[src/rtl/obbo_pkg.sv]
// Shared types and sizes for the order book best bid / offer tracker.
// No dependencies; used by obbo_front, obbo_back and the top level.
`timescale 1ns / 1ps
`default_nettype none
package obbo_pkg;
	localparam int ORDER_SLOTS  = 4096;
	localparam int PRICE_LEVELS = 1024;  // power of two: level slot is price modulo this

	localparam int OID_W = $clog2(ORDER_SLOTS);
	localparam int LVL_W = $clog2(PRICE_LEVELS);
	localparam int CNT_W = OID_W + 1;
	localparam int TOT_W = 32 + OID_W + 1;
	localparam int SWP_N = (ORDER_SLOTS > PRICE_LEVELS) ? ORDER_SLOTS : PRICE_LEVELS;
	localparam int SWP_W = $clog2(SWP_N);

	localparam logic [2:0] ACT_ADD    = 3'd0;
	localparam logic [2:0] ACT_MODIFY = 3'd1;
	localparam logic [2:0] ACT_CANCEL = 3'd2;
	localparam logic [2:0] ACT_TRADE  = 3'd3;
	localparam logic [2:0] ACT_CLEAR  = 3'd4;

	typedef struct packed {
		logic [2:0]  action;
		logic [11:0] ord_id;
		logic        side;
		logic [31:0] price;
		logic [31:0] quantity;
	} item_t;

	typedef struct packed {
		logic        live;
		logic        side;
		logic [31:0] price;
		logic [31:0] qty;
	} order_t;

	typedef struct packed {
		logic             occ;
		logic             side;
		logic [31:0]      price;
		logic [CNT_W-1:0] cnt;
		logic [TOT_W-1:0] tot;
	} level_t;
endpackage
`default_nettype wire

[src/rtl/obbo_front.sv]
// Front end: two-entry queue that takes input transfers and hands them to the back end.
// Depends on obbo_pkg.
`timescale 1ns / 1ps
`default_nettype none
module obbo_front (
	input  wire logic          clk,
	input  wire logic          arst_n,
	input  wire logic          in_valid,
	output logic               in_ready,
	input  wire obbo_pkg::item_t in_item,
	output logic               q_valid,
	input  wire logic          q_pop,
	output obbo_pkg::item_t    q_item
);
	obbo_pkg::item_t slot_q [2];
	logic rd_q, wr_q;
	logic [1:0] cnt_q;
	logic push;

	assign in_ready = (cnt_q != 2'd2);
	assign push     = in_valid && in_ready;
	assign q_valid  = (cnt_q != 2'd0);
	assign q_item   = slot_q[rd_q];

	always_ff @(posedge clk) begin
		if (push) begin
			slot_q[wr_q] <= in_item;
		end
	end

	always_ff @(posedge clk or negedge arst_n) begin
		if (!arst_n) begin
			rd_q  <= 1'b0;
			wr_q  <= 1'b0;
			cnt_q <= 2'd0;
		end else begin
			if (push) wr_q <= ~wr_q;
			if (q_pop) rd_q <= ~rd_q;
			cnt_q <= cnt_q + {1'b0, push} - {1'b0, q_pop};
		end
	end
endmodule
`default_nettype wire

[config.mk]
export PLATFORM = sky130hd
export DESIGN_NAME = obbo_front
export DESIGN_NICKNAME = d
export VERILOG_FILES = /design/src/rtl/obbo_pkg.sv /design/src/rtl/obbo_front.sv
export SDC_FILE = /design/constraint.sdc
export NUM_CORES = 1
export LEC_CHECK = 0
export BUFFER_PORTS_ARGS = -buffer_cell sky130_fd_sc_hd__buf_2
export CAP_MARGIN = 20
export CORE_MARGIN = 2
export CORE_UTILIZATION = 35
export DETAILED_ROUTE_END_ITERATION = 6
export SETUP_SLACK_MARGIN = 0.1
export SLEW_MARGIN = 20
export SYNTH_ARGS = -nofsm -noshare
export SYNTH_HDL_FRONTEND = slang
export SYNTH_SLANG_ARGS = --single-unit
export TNS_END_PERCENT = 30
[constraint.sdc]
create_clock -name clk -period 5.4 [get_ports clk]
set_input_delay 0.27 -clock clk [delete_from_list [all_inputs] [get_ports clk]]
set_output_delay 0.27 -clock clk [all_outputs]
set_load 0.1 [all_outputs]
==> qor.csv, run 1 <==
metric,value,unit
average footprint of a synthesized cell,24.0,sq um
TritonCTS Buffers,17,
core box area,0.0179,sq mm
endpoint required time on the critical path,5.13,ns
die extent in y,139,um
clock latency at the later pin of the worst-skew pair,0.41,ns
total number of vias,3030,
classification of the worst setup path,flop to output pin,
vias in the first global route,3360,
highest fanout seen on the critical path,54,
hold_ws,0.0469,ns
Iteration-0 DRC Markers,104,
depth of the CTS H-tree,4,
post-synthesis instance area,0.00637,sq mm
Max Cap Viol,0,
area growth from synthesis to layout,25.3,%
post-detailed-route DRC marker count,0,
maximum count of clock buffers along a single path,2,
final layout net count,531,
# IOs,166,
cell class contributing the biggest share of worst-path delay,flip-flops,
"Critical Path, Cell by Cell",buf_4 > mux2_4 > buf_2,
library cell used as clock root buffer,clkbuf_16,
number of storage elements in the synthesis netlist,164,
Critical Path Start Type,flop,
unrepaired setup endpoints after global routing,no,
Post-synth top flop,edfxtp_1,
Tightest Hold Check Type,input port to flop,
synthesis warning total,0,
Initial Util,35.6,%
share of the clock period used by the worst path after layout,57.8,%
cell accounting for the most synthesized area,edfxtp_1,
"top library cells by usage in the layout, fill and taps aside","buf_2, edfxtp_1, mux2_4",
achievable frequency,320,MHz
Synth Area in XOR/XNOR,0.550,%
final routed wirelength across all metal layers,11.3,mm
multiplexer area fraction after synthesis,18.8,%
horizontal die dimension,139,um
count of fill cells added during filler insertion,1591,
diode insertion count for antenna repair,0,
routability congestion estimate,0.666,
Synth cell types,17,
post-synthesis adder-cell area fraction,0.196,%
detail-routed net length per standard cell,16.4,um
Crit path buffers/inverters,2,
clock transition at the registers of the reported paths,0.06,ns
share of synthesized registers carrying an async set or reset,2.44,%
biggest area contributors in the synthesized netlist,"edfxtp_1, mux2_4, buf_12",
final-report hold violation count,0,
All-Layer GR Usage,11.7,%
dominant combinational cell family by area after synthesis,multiplexers,
Max-slew headroom,31.6,%
max-slew violation count,0,
row count,49,
number of clock sinks,164,
fraction of post-synthesis cell area in the top cell type by area,75.4,%
Post-Syn Instances,266,
critical path endpoint category,output pin,
number of detailed-route iterations in the first pass,4,
delay contributed by the slowest stage of the critical path,1.09,ns
most frequent standard cell in the layout excluding fill and tap cells,buf_2,
fraction of final layout cells sized beyond drive strength 1,61.2,%
"basic-gate share of the synthesized area counting and, or, nand and nor cells",0.530,%
run status,finished clean,
number of antenna violations at the first check in global routing,0,
first-pass GRT wire length,17.3,mm
clock tree from TritonCTS,done,
pin count of the biggest net entering global routing,55,
Antenna Nets Post-Route,0,
number of setup violations in the final report,0,
crit path DAT,2.85,ns
worst-case clock skew,0.00625,ns
Post-synth EDFFs,160,
compound-gate portion of the synthesized area,0.294,%
HPWL after detailed placement,7.46,mm
floorplan die area,0.0193,sq mm
number of buffer cells added on primary ports,165,
number of nets produced by synthesis,351,
summed negative setup slack over all endpoints,0,ns
Final min period,3.12,ns
global route total overflow,0,
Via-to-Cell Ratio,4.40,
proportion of synthesized chip area in sequential cells,77.0,%
master of the slowest instance on the critical path,dfrtp_4,
slew at the pin with the worst max-slew slack,1.03,ns
post-cts repair resize count,0,
==> repair_timing <==
action / 4_1_cts / 5_1_grt
endpoints found under the setup margin: 0 / 0
buffers inserted: 0 / 0
endpoints found under the hold margin: 4 / 0
hold buffers: 1 / 0
==> Yosys cell counts (3+ instances only) <==
master and count:
edfxtp_1 160, mux2_4 79, buf_12 8, dfrtp_1 4, xnor2_1 3
==> layout make-up <==
cell class,count,area (sq um),share of cell area (%)
sequential,164,4910,61.5
multi-input combinational,93,1310,16.4
tap,229,287,3.59
clock inverter,15,164,2.05
timing repair buffer,170,891,11.2
clock buffer,17,425,5.33
==> kinds of logic after synthesis <==
family	after synthesis
AOI/OAI and AO/OA	2
xor gates and xnor gates	4
adders and majority gates	1
buffers and inverters	9
DFF	164
muxes	80
and+or+nand+nor	6
==> sequential cells by signal, summed over array words and instances (netlist names) <==
register and count:
rd_q 1, cnt_q 2, slot_q 160, wr_q 1
==> metal layers <==
metal	vias to the layer above	GRT usage (%)	part of all wire, %
li1	1418	-	-
met1	1492	12.8	39
met2	101	20.4	52
met3	19	4.42	6.7
met4	0	5.32	1.9
met5	-	0	0
==> per-stage QoR <==
| step | util, % | area, sq um | setup WS (ns) | cells |
|---|---|---|---|---|
| floorplan | - | 6380 | 1.40 | 266 |
| global placement | 41.0 | 7350 | 2.71 | 653 |
| detailed placement | 41.1 | 7370 | 2.68 | 654 |
| CTS | 44.5 | 7970 | 2.21 | 687 |
| global route | 44.6 | 7990 | 2.11 | 688 |
| finish | 44.6 | 7990 | 2.28 | 688 |
==> path summary, 6_finish.rpt <==
check / start / endpoint / slack (ns) / depth (start not counted)
setup / recovery: rd_q / q_item[52] / 2.28 / 3
hold / removal: in_item[49] / slot_q[1][49] / 0.05 / 1
setup reg to reg: cnt_q[0] / slot_q[0][77] / 3.13 / 5
min in group asynchronous: arst_n / cnt_q[0] / 0.19 / 2
max in group asynchronous: arst_n / rd_q / 5.07 / 2
hold reg to reg: cnt_q[0] / cnt_q[0] / 0.55 / 1
Power of run 1 is left out: the tool's default activity adds up to more than one toggle a clock period on the data nets, which glitch-free logic cannot reach.
==> inputs of run 2 (changes only) <==
Settings changed: ABC_AREA from default to 1.
Clock period 5.4 ns to 2.7 ns, I/O delays scaled along.
==> run 2 against run 1 <==
Setup slack worse by 1.9 ns. Routed wire length up 4.1%. Area after synthesis about the same. Core utilization rose by 4.4 points. Final area is 9.8% higher. Critical path type unchanged. Hold slack lost 0.038 ns. Clock-buffer cell count up 4. Via count is 12% higher. Cell count is 14% higher. Register-to-register slack worse by 2.0 ns.
==> qor.csv, run 2 <==
metric,value,unit
Biggest register,slot_q,
endpoint required time on the critical path,2.57,ns
post-synthesis instance area,0.00638,sq mm
delay contributed by the slowest stage of the critical path,0.76,ns
number of cell instances on the worst register-to-register path,4,
clock tree from TritonCTS,done,
master of the slowest instance on the critical path,dfrtp_4,
run status,finished clean,
All-Layer GR Usage,12.2,%
die extent in y,139,um
number of buffer cells added on primary ports,165,
Via-to-Cell Ratio,4.34,
achievable frequency,429,MHz
share of the clock period used by the worst path after layout,86.4,%
"Critical Path, Cell by Cell",buf_4 > mux2_2 > buf_2,
Iteration-0 DRC Markers,168,
number of detailed-route iterations in the first pass,4,
highest fanout seen on the critical path,27,
first-pass GRT wire length,18.1,mm
count of fill cells added during filler insertion,1510,
pin count of the biggest net entering global routing,62,
library cell used as clock root buffer,clkbuf_16,
# IOs,166,
horizontal die dimension,139,um
Final min period,2.33,ns
diode insertion count for antenna repair,0,
clock transition at the registers of the reported paths,0.06,ns
number of clock sinks,164,
reg-to-reg endpoint,slot_q[1][65],
post-detailed-route DRC marker count,0,
unrepaired setup endpoints after global routing,no,
synthesis warning total,0,
TritonCTS Buffers,17,
final routed wirelength across all metal layers,11.7,mm
final-report hold violation count,0,
Regs by FF count,"slot_q x160, cnt_q x2",
worst r2r src,cnt_q[1],
crit path DAT,2.20,ns
max FFs per register,160,
vias in the first global route,3676,
floorplan die area,0.0193,sq mm
end point of the critical path,q_item[79],
cell accounting for the most synthesized area,edfxtp_1,
post-cts repair resize count,0,
row count,49,
Max-slew headroom,64.8,%
fraction of final layout cells sized beyond drive strength 1,50.9,%
summed negative setup slack over all endpoints,0,ns
most common library cells after synthesis,"edfxtp_1, mux2_4, nand2_1",
worst-case clock skew,0.00579,ns
slew at the pin with the worst max-slew slack,0.532,ns
Tightest Hold Check Type,input port to flop,
Max Cap Viol,0,
most frequent standard cell in the layout excluding fill and tap cells,buf_2,
Antenna Nets Post-Route,0,
Synth cell types,14,
Critical Path Start Type,flop,
number of nets produced by synthesis,361,
core box area,0.0179,sq mm
critical path endpoint category,output pin,
proportion of synthesized chip area in sequential cells,76.9,%
global route total overflow,0,
Crit path buffers/inverters,2,
Initial Util,35.6,%
number of storage elements in the synthesis netlist,164,
depth of the CTS H-tree,4,
maximum count of clock buffers along a single path,2,
"top library cells by usage in the layout, fill and taps aside","buf_2, edfxtp_1, dlygate4sd3_1",
final layout net count,626,
biggest area contributors in the synthesized netlist,"edfxtp_1, mux2_4, buf_12",
classification of the worst setup path,flop to output pin,
CP Depth,3,
Post-synth top flop,edfxtp_1,
HPWL after detailed placement,7.35,mm
slack of the worst reg-to-reg path,1.13,ns
number of antenna violations at the first check in global routing,0,
detail-routed net length per standard cell,15.0,um
Post-CTS Repair Setup Buffers,0,
cell class contributing the biggest share of worst-path delay,flip-flops,
most common cell in the netlist,edfxtp_1,
average footprint of a synthesized cell,23.1,sq um
Post-Syn Instances,276,
number of setup violations in the final report,0,
Post-synth EDFFs,160,
total number of vias,3398,
fraction of post-synthesis cell area in the top cell type by area,75.3,%
max-slew violation count,0,
clock latency at the later pin of the worst-skew pair,0.42,ns
routability congestion estimate,0.677,
area growth from synthesis to layout,37.4,%
cts-stage hold buffer count,82,
startpoint of the most critical setup path,rd_q,
share of synthesized registers carrying an async set or reset,2.44,%
## run 2: changes by cell type after synthesis, sizes merged, moves of 2 or more
cell,previous run,this run
inv,0,5
nand2,1,10
nor2,1,3
xnor2,3,0
## run 2: worst reg2reg max path: cells and delay by family (launching register included)
kind / cells / cell delay [ns]
and+or+nand+nor: 3 / 0.44
DFF: 1 / 0.42
buffers and inverters: 1 / 0.33
## run 2: cell families (layout without fill, tap and decap cells)
family                     count (synthesis)  after routing  share of synthesized area, %
AOI/OAI and AO/OA                          1              1                        0.0784
xor gates and xnor gates                   1              1                         0.137
buffers and inverters                     14            292                          2.98
muxes                                     80             80                          18.8
DFF                                      164            164                          76.9
and+or+nand+nor                           15             15                         0.961
adders and majority gates                  1              1                         0.196
## run 2: worst min-delay path by stage
| stage | start | cells past startpoint | to |
|---|---|---|---|
| finish | in_valid | 3 | wr_q |
| global route | in_valid | 3 | wr_q |
| CTS | in_valid | 3 | wr_q |
| detailed placement | arst_n | 1 | wr_q |
| global placement | arst_n | 1 | wr_q |
| floorplan | arst_n | 0 | cnt_q[0] |
## run 2: routing by layer
metal  wire (um)  up-vias  global-route usage (%)
met5           0        -                       0
met4         287        0                    6.11
met3         707       17                    4.49
met2        5940      113                    21.2
met1        4800     1664                    13.2
li1            -     1604                       -
## run 2: cell type report
class | instances | area [sq um] | share of cell area (%)
Inverter | 5 | 18.8 | 0.214
Clock buffer | 21 | 440 | 5.02
Sequential cell | 164 | 4910 | 56.0
Timing Repair Buffer | 255 | 1740 | 19.9
Tap cell | 229 | 287 | 3.27
Multi-Input combinational cell | 98 | 1310 | 14.9
Clock inverter | 11 | 62.6 | 0.713
## run 2: metrics by stage
| step | instances | cell area [sq um] | setup WS, ns | utilization (%) | hold slack, ns |
|---|---|---|---|---|---|
| 2_1_floorplan | 276 | 6400 | 0.120 | - | -0.161 |
| 3_3_place_gp | 669 | 7440 | 0.790 | 41.6 | -0.0506 |
| 3_5_place_dp | 669 | 7440 | 0.772 | 41.6 | -0.0521 |
| 4_1_cts | 783 | 8770 | 0.319 | 49.0 | 0.00167 |
| 5_1_grt | 783 | 8770 | 0.249 | 49.0 | 0.0144 |
| 6_report | 783 | 8770 | 0.366 | 49.0 | 0.00881 |
Power of run 2 is left out for the same reason.
